===== src/spq_pkg.sv =====
// Shared types and codes for the sorted priority queue.
// Used by the controller, the slot datapath, the top level and the checker.
package spq_pkg;

  localparam int unsigned IdW   = 16;
  localparam int unsigned PrioW = 8;
  localparam int unsigned OccW  = 6;

  typedef enum logic {
    CMD_ENQ = 1'b0,
    CMD_DEQ = 1'b1
  } cmd_e;

  typedef enum logic [1:0] {
    ST_DONE  = 2'd0,
    ST_FULL  = 2'd1,
    ST_EMPTY = 2'd2
  } status_e;

  typedef enum logic [1:0] {
    S_IDLE = 2'b01,
    S_EXEC = 2'b10
  } state_e;

  // controller to datapath
  typedef struct packed {
    logic    load_in;
    logic    do_enq;
    logic    do_deq;
    logic    load_out;
    status_e status;
  } dp_cmd_t;

  // datapath to controller
  typedef struct packed {
    cmd_e cmd;
    logic full;
    logic empty;
  } dp_stat_t;

endpackage


===== src/spq_ctrl.sv =====
// Controller for the sorted priority queue: input capture, op issue, result valid.
// Depends on spq_pkg.
module spq_ctrl import spq_pkg::*; (
  input  logic     clk_i,
  input  logic     rst_ni,
  input  logic     in_valid_i,
  output logic     in_ready_o,
  output logic     out_valid_o,
  input  logic     out_ready_i,
  input  dp_stat_t stat_i,
  output dp_cmd_t  cmd_o
);

  state_e state_q, state_d;
  logic   out_valid_q, out_valid_d;
  logic   out_free;

  assign out_free    = !out_valid_q || out_ready_i;
  assign in_ready_o  = (state_q == S_IDLE);
  assign out_valid_o = out_valid_q;

  always_comb begin
    state_d       = state_q;
    out_valid_d   = out_valid_q && !out_ready_i;
    cmd_o         = '0;
    cmd_o.status  = ST_DONE;
    unique case (state_q)
      S_IDLE: begin
        if (in_valid_i) begin
          cmd_o.load_in = 1'b1;
          state_d       = S_EXEC;
        end
      end
      S_EXEC: begin
        // hold the op until the result register can take it
        if (out_free) begin
          cmd_o.load_out = 1'b1;
          out_valid_d    = 1'b1;
          state_d        = S_IDLE;
          if (stat_i.cmd == CMD_ENQ) begin
            if (stat_i.full) cmd_o.status = ST_FULL;
            else             cmd_o.do_enq = 1'b1;
          end else begin
            if (stat_i.empty) cmd_o.status = ST_EMPTY;
            else              cmd_o.do_deq = 1'b1;
          end
        end
      end
      default: state_d = S_IDLE;
    endcase
  end

  always_ff @(posedge clk_i or negedge rst_ni) begin
    if (!rst_ni) begin
      state_q     <= S_IDLE;
      out_valid_q <= 1'b0;
    end else begin
      state_q     <= state_d;
      out_valid_q <= out_valid_d;
    end
  end

endmodule


===== src/spq_datapath.sv =====
// Slot array of the sorted priority queue: input register, sorted slots with
// valid bits, count and result register. Depends on spq_pkg.
module spq_datapath import spq_pkg::*; #(
  parameter int unsigned CAPACITY = 32
) (
  input  logic             clk_i,
  input  logic             rst_ni,
  input  logic             in_cmd_i,
  input  logic [IdW-1:0]   in_id_i,
  input  logic [PrioW-1:0] in_prio_i,
  input  dp_cmd_t          cmd_i,
  output dp_stat_t         stat_o,
  output logic [1:0]       out_status_o,
  output logic [IdW-1:0]   out_id_o,
  output logic [PrioW-1:0] out_prio_o,
  output logic [OccW-1:0]  out_occ_o,
  output logic             out_full_o,
  output logic             out_empty_o
);

  localparam int unsigned CntW = $clog2(CAPACITY + 1);

  cmd_e             in_cmd_q;
  logic [IdW-1:0]   in_id_q;
  logic [PrioW-1:0] in_prio_q;

  logic [IdW-1:0]   slot_id_q   [CAPACITY];
  logic [IdW-1:0]   slot_id_d   [CAPACITY];
  logic [PrioW-1:0] slot_prio_q [CAPACITY];
  logic [PrioW-1:0] slot_prio_d [CAPACITY];
  logic [CAPACITY-1:0] valid_q, valid_d;
  logic [CAPACITY-1:0] le;
  logic [CntW-1:0]  count_q, count_d;

  logic [1:0]       res_status_q;
  logic [IdW-1:0]   res_id_q;
  logic [PrioW-1:0] res_prio_q;
  logic [OccW-1:0]  res_occ_q;
  logic             res_full_q, res_empty_q;

  always_ff @(posedge clk_i) begin
    if (cmd_i.load_in) begin
      in_cmd_q  <= cmd_e'(in_cmd_i);
      in_id_q   <= in_id_i;
      in_prio_q <= in_prio_i;
    end
  end

  assign stat_o.cmd   = in_cmd_q;
  assign stat_o.full  = (count_q == CntW'(CAPACITY));
  assign stat_o.empty = (count_q == '0);

  // Each slot compares against the new priority; sorted order makes le a prefix.
  for (genvar i = 0; i < CAPACITY; i++) begin : g_slot
    assign le[i] = valid_q[i] && (slot_prio_q[i] <= in_prio_q);

    if (i == CAPACITY - 1) begin : g_last
      always_comb begin
        slot_id_d[i]   = slot_id_q[i];
        slot_prio_d[i] = slot_prio_q[i];
        if (cmd_i.do_enq && !le[i]) begin
          if (le[i-1]) begin
            slot_id_d[i]   = in_id_q;
            slot_prio_d[i] = in_prio_q;
          end else begin
            slot_id_d[i]   = slot_id_q[i-1];
            slot_prio_d[i] = slot_prio_q[i-1];
          end
        end
      end
      assign valid_d[i] = cmd_i.do_enq ? (valid_q[i] | valid_q[i-1])
                        : cmd_i.do_deq ? 1'b0 : valid_q[i];
    end else if (i == 0) begin : g_first
      always_comb begin
        slot_id_d[i]   = slot_id_q[i];
        slot_prio_d[i] = slot_prio_q[i];
        if (cmd_i.do_enq && !le[i]) begin
          slot_id_d[i]   = in_id_q;
          slot_prio_d[i] = in_prio_q;
        end else if (cmd_i.do_deq) begin
          slot_id_d[i]   = slot_id_q[i+1];
          slot_prio_d[i] = slot_prio_q[i+1];
        end
      end
      assign valid_d[i] = cmd_i.do_enq ? 1'b1
                        : cmd_i.do_deq ? valid_q[i+1] : valid_q[i];
    end else begin : g_mid
      always_comb begin
        slot_id_d[i]   = slot_id_q[i];
        slot_prio_d[i] = slot_prio_q[i];
        if (cmd_i.do_enq && !le[i]) begin
          if (le[i-1]) begin
            slot_id_d[i]   = in_id_q;
            slot_prio_d[i] = in_prio_q;
          end else begin
            slot_id_d[i]   = slot_id_q[i-1];
            slot_prio_d[i] = slot_prio_q[i-1];
          end
        end else if (cmd_i.do_deq) begin
          slot_id_d[i]   = slot_id_q[i+1];
          slot_prio_d[i] = slot_prio_q[i+1];
        end
      end
      assign valid_d[i] = cmd_i.do_enq ? (valid_q[i] | valid_q[i-1])
                        : cmd_i.do_deq ? valid_q[i+1] : valid_q[i];
    end

    always_ff @(posedge clk_i) begin
      slot_id_q[i]   <= slot_id_d[i];
      slot_prio_q[i] <= slot_prio_d[i];
    end
  end

  always_comb begin
    count_d = count_q;
    if (cmd_i.do_enq)      count_d = count_q + CntW'(1);
    else if (cmd_i.do_deq) count_d = count_q - CntW'(1);
  end

  always_ff @(posedge clk_i or negedge rst_ni) begin
    if (!rst_ni) begin
      valid_q <= '0;
      count_q <= '0;
    end else begin
      valid_q <= valid_d;
      count_q <= count_d;
    end
  end

  always_ff @(posedge clk_i) begin
    if (cmd_i.load_out) begin
      res_status_q <= cmd_i.status;
      res_id_q     <= cmd_i.do_deq ? slot_id_q[0] : '0;
      res_prio_q   <= cmd_i.do_deq ? slot_prio_q[0] : '0;
      res_occ_q    <= OccW'(count_d);
      res_full_q   <= (count_d == CntW'(CAPACITY));
      res_empty_q  <= (count_d == '0);
    end
  end

  assign out_status_o = res_status_q;
  assign out_id_o     = res_id_q;
  assign out_prio_o   = res_prio_q;
  assign out_occ_o    = res_occ_q;
  assign out_full_o   = res_full_q;
  assign out_empty_o  = res_empty_q;

endmodule


===== src/sorted_priority_queue_core.sv =====
// Channel   Dir  Bits in tdata / tuser
// s_axis    in   tuser: command; tdata: entry_id[15:0], entry_priority[23:16]
// m_axis    out  tdata: status[1:0], out_id[17:2], out_priority[25:18],
//                       occupancy[31:26], is_full[32], is_empty[33]
//
// One item at a time: it is first captured, then every slot compares and shifts
// at once. The result register holds one item; the op waits while that item
// is unread, and s_axis_tready is low meanwhile.
// Reset clears the valid bits and the count; slot payload needs no reset.
// Depends on spq_pkg, spq_ctrl and spq_datapath.
module sorted_priority_queue_core import spq_pkg::*; #(
  parameter int unsigned CAPACITY = 32
) (
  input  logic        clk_i,
  input  logic        rst_ni,
  input  logic        s_axis_tvalid,
  output logic        s_axis_tready,
  input  logic [23:0] s_axis_tdata,  // entry_id, entry_priority
  input  logic        s_axis_tuser,  // command
  output logic        m_axis_tvalid,
  input  logic        m_axis_tready,
  output logic [39:0] m_axis_tdata   // status, out_id, out_priority, occupancy,
                                     // is_full, is_empty, zero pad
);

  dp_cmd_t          dp_cmd;
  dp_stat_t         dp_stat;
  logic [1:0]       res_status;
  logic [IdW-1:0]   res_id;
  logic [PrioW-1:0] res_prio;
  logic [OccW-1:0]  res_occ;
  logic             res_full, res_empty;

  spq_ctrl u_ctrl (
    .clk_i       (clk_i),
    .rst_ni      (rst_ni),
    .in_valid_i  (s_axis_tvalid),
    .in_ready_o  (s_axis_tready),
    .out_valid_o (m_axis_tvalid),
    .out_ready_i (m_axis_tready),
    .stat_i      (dp_stat),
    .cmd_o       (dp_cmd)
  );

  spq_datapath #(
    .CAPACITY (CAPACITY)
  ) u_dp (
    .clk_i        (clk_i),
    .rst_ni       (rst_ni),
    .in_cmd_i     (s_axis_tuser),
    .in_id_i      (s_axis_tdata[15:0]),
    .in_prio_i    (s_axis_tdata[23:16]),
    .cmd_i        (dp_cmd),
    .stat_o       (dp_stat),
    .out_status_o (res_status),
    .out_id_o     (res_id),
    .out_prio_o   (res_prio),
    .out_occ_o    (res_occ),
    .out_full_o   (res_full),
    .out_empty_o  (res_empty)
  );

  assign m_axis_tdata = {6'd0, res_empty, res_full, res_occ, res_prio, res_id, res_status};

endmodule


===== config.mk =====
export PLATFORM = sky130hd
export DESIGN_NAME = sorted_priority_queue_core
export DESIGN_NICKNAME = d
export VERILOG_FILES = /design/src/spq_pkg.sv /design/src/spq_ctrl.sv /design/src/spq_datapath.sv /design/src/sorted_priority_queue_core.sv
export SDC_FILE = /design/constraint.sdc
export NUM_CORES = 2
export LEC_CHECK = 0
export BUFFER_PORTS_ARGS = -buffer_cell sky130_fd_sc_hd__buf_2
export CAP_MARGIN = 15
export CORE_MARGIN = 2
export CORE_UTILIZATION = 50
export DETAILED_ROUTE_END_ITERATION = 7
export PLACE_DENSITY_LB_ADDON = 0.08
export SYNTH_ARGS = -nofsm -noshare
export SYNTH_HDL_FRONTEND = slang
export SYNTH_HIERARCHICAL = 1
export SYNTH_SLANG_ARGS = --single-unit
export TNS_END_PERCENT = 5

===== constraint.sdc =====
create_clock -name clk_i -period 9.6 [get_ports clk_i]
set_clock_uncertainty 0.05 [all_clocks]
set_input_delay 1.44 -clock clk_i [delete_from_list [all_inputs] [get_ports clk_i]]
set_output_delay 1.44 -clock clk_i [all_outputs]
set_load 0.01 [all_outputs]

# After elaboration in Yosys (flattened, before gate mapping)
# Memories as Yosys holds them, arrays and structs flattened.
# Index checks and enable logic that the tools add are counted.
# word_totals
romBits	0
latch_bits	0
inputBits	29
ff_bits	100
mem_bits_rw	768
out_inout_bits	42
n_memories	2
wordCells	461
# mem_list
name	words	word_bits	rd	rd_ports_with_merged_regs	wr	line	source
u_dp.slot_id_q	32	16	32	0	32	spq_datapath.sv:27	logic [IdW-1:0] slot_id_q [CAPACITY];
u_dp.slot_prio_q	32	8	32	0	32	spq_datapath.sv:29	logic [PrioW-1:0] slot_prio_q [CAPACITY];
# classes
n_lt_le_gt_ge	32
n_addsub	2
eq_ne	6
n_reduce_logical	105
multipliers	0
shifts	0
muxes	270
bitwise_logic	31
n_div	0
# ops
operator	count
two-way mux 16 bit	94
two-way mux 8 bit	94
less-or-equal comparator 8 bit	32
two-way mux 1 bit	73
logical AND 1 bit	65
logical NOT 1 bit	34
bitwise OR 1 bit	31
== test 6 bit, second input constant	2
logical NOT 6 bit	2
two-way mux 6 bit	2
two-way mux 5 bit	2
two-way mux 2 bit	4
adder 6 x 1 -> 6 bit, second input constant	1
subtractor 6 x 1 -> 6 bit, second input constant	1
one-hot mux 2 bit (2 select lines)	1
AND reduction 2 bit	2
== test 2 x 1 -> 1 bit, second input constant	1
== test 2 bit, second input constant	1
!= test 2 x 1 -> 1 bit, second input constant	1
!= test 2 bit, second input constant	1
nonzero test 2 bit	1
logical OR 1 bit	1

# Logic depth before layout (Yosys ltp)
# depth
depth_word	8
mapped_depth	11
ltp_nobuf	10

# Cells and area by module
# Netlist, hierarchy kept.
# by_module_without_submodules
mod	n_inst	seq_area_each_um2	cells_per_inst	area_per_inst_um2
spq_datapath	1	25784.7	4369	48492.8
spq_ctrl	1	76.3	18	201.4
sorted_priority_queue_core	1	0.0	9	63.8

# Worst setup path before layout
# Ideal clock, no wire load.
# synth_timing
path_kind	input to register
from	input m_axis_tready
to	memory u_dp.slot_id_q[31][0], in the netlist u_dp/slot_id_q[1][240] (enable)
required_ps	9137
setup_ps	413
path_stages	7
t_arrival_ps	4003
slack_ps	5134
n_path_buf	3
cell_sequence	nor2b_2 -> nor4_1 -> buf_2 -> clkinv_1 -> clkbuf_1 -> clkbuf_1 -> a21oi_1
# synth_rtl
element	line	source
from (decl)	sorted_priority_queue_core.sv:21	input logic m_axis_tready,
to (decl)	spq_datapath.sv:27	

==> impl_metrics.prom <==
# TYPE chip_impl_metric gauge
chip_impl_info{name="run_status",value="finished clean"} 1
chip_impl_metric{name="timing.max_cap.violations",unit=""} 0
chip_impl_info{name="end_kind",value="flip-flop"} 1
chip_impl_metric{name="worst_case_headroom_to_the_max_slew_limit",unit="%"} 18.35
chip_impl_info{name="cts_tree",value="yes"} 1
chip_impl_metric{name="post_synth_num_cell_types",unit=""} 74
chip_impl_metric{name="final_min_period_over_clock_period",unit="%"} 49.28
chip_impl_info{name="min_delay_worst_endpoint",value="u_dp/valid_q[29]$_DFFE_PN0P_"} 1
chip_impl_metric{name="net-switching-power",unit="µW"} 2884
chip_impl_metric{name="number_of_enable_flip_flop_cells_after_synthesis",unit=""} 827
chip_impl_metric{name="first_global_vias",unit=""} 33210
chip_impl_metric{name="syn-cell-area",unit="µm²"} 48760
chip_impl_metric{name="antenna_found_initial",unit=""} 0
chip_impl_metric{name="sequential_share_of_power",unit="%"} 45.1
chip_impl_metric{name="die_w",unit="µm"} 316.3
chip_impl_info{name="type_of_element_launching_the_critical_path",value="flip-flop"} 1
chip_impl_metric{name="clkLatencyLatePin",unit="ps"} 690
chip_impl_metric{name="drt-vias-per-instance",unit=""} 6.036
chip_impl_info{name="worstHoldPathType",value="reg -> reg"} 1
chip_impl_metric{name="whs_path_depth",unit=""} 1
chip_impl_info{name="worst-setup-path-type",value="reg -> reg"} 1
chip_impl_metric{name="rows",unit=""} 114
chip_impl_metric{name="grt_first_pass_wirelength",unit="mm"} 214.2
chip_impl_metric{name="design.die.area",unit="µm²"} 100000
chip_impl_metric{name="hold_buffers",unit=""} 0
chip_impl_metric{name="worst_setup_hold_path_clk_slew",unit="ps"} 60
chip_impl_metric{name="antenna_left",unit=""} 0
chip_impl_metric{name="h-tree-depth",unit=""} 3
chip_impl_metric{name="setup_viol",unit=""} 0
chip_impl_metric{name="vdd.ir_drop.worst",unit="mV"} 0.1493
chip_impl_info{name="r2r-start",value="u_dp/in_prio_q[3]$_DFFE_PP_"} 1
chip_impl_metric{name="power_report.internal_total",unit="µW"} 7301
chip_impl_metric{name="min_period",unit="ps"} 4731
chip_impl_info{name="regToRegEndpoint",value="u_dp/slot_id_q[0][11]$_DFFE_PP_"} 1
chip_impl_metric{name="clock.fmax",unit="MHz"} 211.4
chip_impl_metric{name="post_cts_resize_count",unit=""} 0
chip_impl_metric{name="antenna_cells",unit=""} 0
chip_impl_metric{name="initial_detailed_routing_violation_count",unit=""} 3944
chip_impl_metric{name="global_route.overflow_total",unit=""} 0
chip_impl_metric{name="die_h",unit="µm"} 316.3
chip_impl_metric{name="share_comb_of_total_power",unit="%"} 18.1
chip_impl_metric{name="number_of_nets_in_the_layout",unit=""} 4638
chip_impl_metric{name="core_area",unit="µm²"} 96710
chip_impl_info{name="ys.flop_type",value="edfxtp_1"} 1
chip_impl_metric{name="cellLeakagePower",unit="µW"} 0.02206
chip_impl_metric{name="wirelength",unit="mm"} 144.2
chip_impl_metric{name="pin_count_of_the_biggest_net_entering_global_routing",unit=""} 50
chip_impl_metric{name="detail_route.drc_violations",unit=""} 0
chip_impl_metric{name="syn2layout_area_growth",unit="%"} 10.18
chip_impl_info{name="cts-root-buf",value="clkbuf_16"} 1
chip_impl_info{name="most_common_library_cell_in_the_layout_ignoring_fill_and_taps",value="edfxtp_1"} 1
chip_impl_info{name="mostFrequentLayoutCells",value="edfxtp_1, nand2_1, mux2i_1, o21ai_0, ha_1"} 1
chip_impl_metric{name="synth_cells",unit=""} 4396
chip_impl_metric{name="post-dp-hpwl",unit="mm"} 97.25
chip_impl_metric{name="syn_area_per_cell",unit="µm²"} 11.09
chip_impl_metric{name="cts_inserted_buffers",unit=""} 99
chip_impl_metric{name="setup.reg_to_reg.worst_slack",unit="ps"} 4870
chip_impl_metric{name="detail_route.first_pass.iterations",unit=""} 6
chip_impl_metric{name="hold_violations",unit=""} 0
chip_impl_metric{name="switching_share",unit="%"} 28.32
chip_impl_metric{name="post_drt_wl_per_cell",unit="µm"} 25.27
chip_impl_info{name="grt_setup_unrepaired",value="false"} 1
chip_impl_metric{name="final.setup.tns",unit="ps"} 0
chip_impl_metric{name="drive_above_1_share",unit="%"} 10.70
chip_impl_metric{name="post-cts-setup-buffers",unit=""} 0
chip_impl_metric{name="async_flop_share",unit="%"} 4.724
chip_impl_metric{name="ys_seq_elements",unit=""} 868
chip_impl_metric{name="power.total",unit="µW"} 10190
chip_impl_metric{name="dp.cells",unit=""} 5517
chip_impl_metric{name="ioPinCount",unit=""} 71
chip_impl_metric{name="cp.arrival",unit="ps"} 4880
chip_impl_metric{name="power_frac_clock",unit="%"} 36.9
chip_impl_metric{name="maxSlewViolCount",unit=""} 0
chip_impl_metric{name="synthesis.yosys.warnings",unit=""} 6
chip_impl_metric{name="timing.reg2reg.worst_path_depth",unit=""} 10
chip_impl_metric{name="power_density",unit="nW/µm²"} 189.6
chip_impl_metric{name="cp_required",unit="ps"} 9750
chip_impl_metric{name="clock_net_sink_count",unit=""} 868
chip_impl_metric{name="worst-path-max-fanout",unit=""} 32
chip_impl_metric{name="globalplace.congestion",unit=""} 0.8394
chip_impl_metric{name="timing_worst_slew_pin_value",unit="ps"} 1222
chip_impl_metric{name="grt_use_total",unit="%"} 28.49
chip_impl_metric{name="yosysSeqAreaShare",unit="%"} 53.04
chip_impl_metric{name="start_util",unit="%"} 50.42
chip_impl_info{name="worstHoldStart",value="u_dp/valid_q[29]$_DFFE_PN0P_"} 1
chip_impl_metric{name="final-instance-count-excl-fill",unit=""} 5707
chip_impl_metric{name="clockBufferDepth",unit=""} 3
chip_impl_metric{name="io_buffer_count",unit=""} 64
chip_impl_metric{name="via_total_after_detailed_routing",unit=""} 34450
[power by group through the flow]
stage               sequential, µW  combinational [µW]  clock (µW)
floorplan                     4570                1350           0
global placement              4660                1780           0
detailed placement            4660                1820           0
CTS                           4580                1820        3820
global route                  4600                2010        3950
finish                        4590                1840        3750
[worst max path at each step]
stage,startpoint,to,slack (ps),cells after the start
6_report,u_dp/in_prio_q[3]$_DFFE_PP_,u_dp/slot_id_q[0][11]$_DFFE_PP_,4870,10
4_1_cts,u_dp/in_prio_q[3]$_DFFE_PP_,u_dp/slot_id_q[0][14]$_DFFE_PP_,4880,10
3_5_place_dp,m_axis_tready,u_dp/slot_id_q[0][44]$_DFFE_PP_,4720,8
2_1_floorplan,m_axis_tready,u_dp/slot_id_q[1][240]$_DFFE_PP_,5130,7
5_1_grt,u_dp/in_prio_q[3]$_DFFE_PP_,u_dp/slot_id_q[0][14]$_DFFE_PP_,4640,10
3_3_place_gp,m_axis_tready,u_dp/slot_id_q[1][69]$_DFFE_PP_,4790,8
[Yosys cell counts, drive strengths merged (56+ instances only)]
| cell | n | area share [%] |
|---|---|---|
| nand2 | 692 | 5.3 |
| buf | 99 | 1.1 |
| clkbuf | 228 | 1.8 |
| nor2 | 157 | 1.2 |
| nand4 | 56 | 0.72 |
| a21oi | 237 | 2.4 |
| mux2i | 664 | 14 |
| inv | 73 | 0.56 |
| mux2 | 80 | 2.0 |
| edfxtp | 827 | 51 |
| ha | 259 | 6.6 |
| o21ai | 663 | 6.8 |
[sequential cells by signal, indices dropped and copies added, names as in the netlist]
name	count
u_dp/out_empty_o	1
u_dp/slot_id_q	512
u_dp/in_prio_q	8
u_dp/in_id_q	16
u_dp/valid_q	32
u_dp/out_occ_o	6
u_dp/out_status_o	2
u_dp/out_full_o	1
u_ctrl/out_valid_o	1
u_ctrl/state_q	2
u_dp/slot_prio_q	256
u_dp/in_cmd_q	1
u_dp/out_prio_o	8
u_dp/out_id_o	16
u_dp/count_q	6
[cell families after synthesis]
kind of cell               Yosys count  share of synthesized area [%]
xor gates and xnor gates             5                        0.08981
muxes                              744                          15.65
DFF                                868                          53.04
adders and majority gates          259                          6.646
other                                1                       0.007691
buffers and inverters              401                          3.472
AOI/OAI and AO/OA                 1040                          11.57
and+or+nand+nor                   1078                          9.531
[area by class of cell]
| cell class | count | area [µm²] |
|---|---|---|
| multi-input cells | 3132 | 21540 |
| clock inverters | 61 | 524.3 |
| fillers | 8407 | 42990 |
| inverters | 74 | 277.8 |
| well taps | 1276 | 1597 |
| clock buffers | 121 | 2653 |
| repair buffers | 175 | 1271 |
| flip-flops and latches | 868 | 25860 |
[metrics by stage]
stage | area (µm²) | util, % | hold WS [ps] | setup WS (ps)
2_1_floorplan | 48780 | - | 410.0 | 5134
3_3_place_gp | 50360 | 52.08 | 430.4 | 4792
3_5_place_dp | 50390 | 52.10 | 436.6 | 4720
4_1_cts | 53570 | 55.39 | 449.8 | 4880
5_1_grt | 53720 | 55.55 | 482.7 | 4644
6_report | 53720 | 55.55 | 447.9 | 4869
[routing by layer]
layer	up-vias	part of all wire, %	track usage [%]
met4	0	2.4	7.429
met5	-	0	0
li1	16110	-	-
met1	16950	46	42.02
met2	1184	45	44.00
met3	209	6.6	4.356
[critical path, stage by stage, from the launching register on]
cell      delay (ps)
edfxtp_1         350
buf_4            290
inv_2            520
buf_4            450
ha_1             320
a21oi_1          160
a21oi_1          110
o41ai_4          210
buf_4            470
or2_2            540
nand2b_1         710
Power figures use the tool's default switching activity.
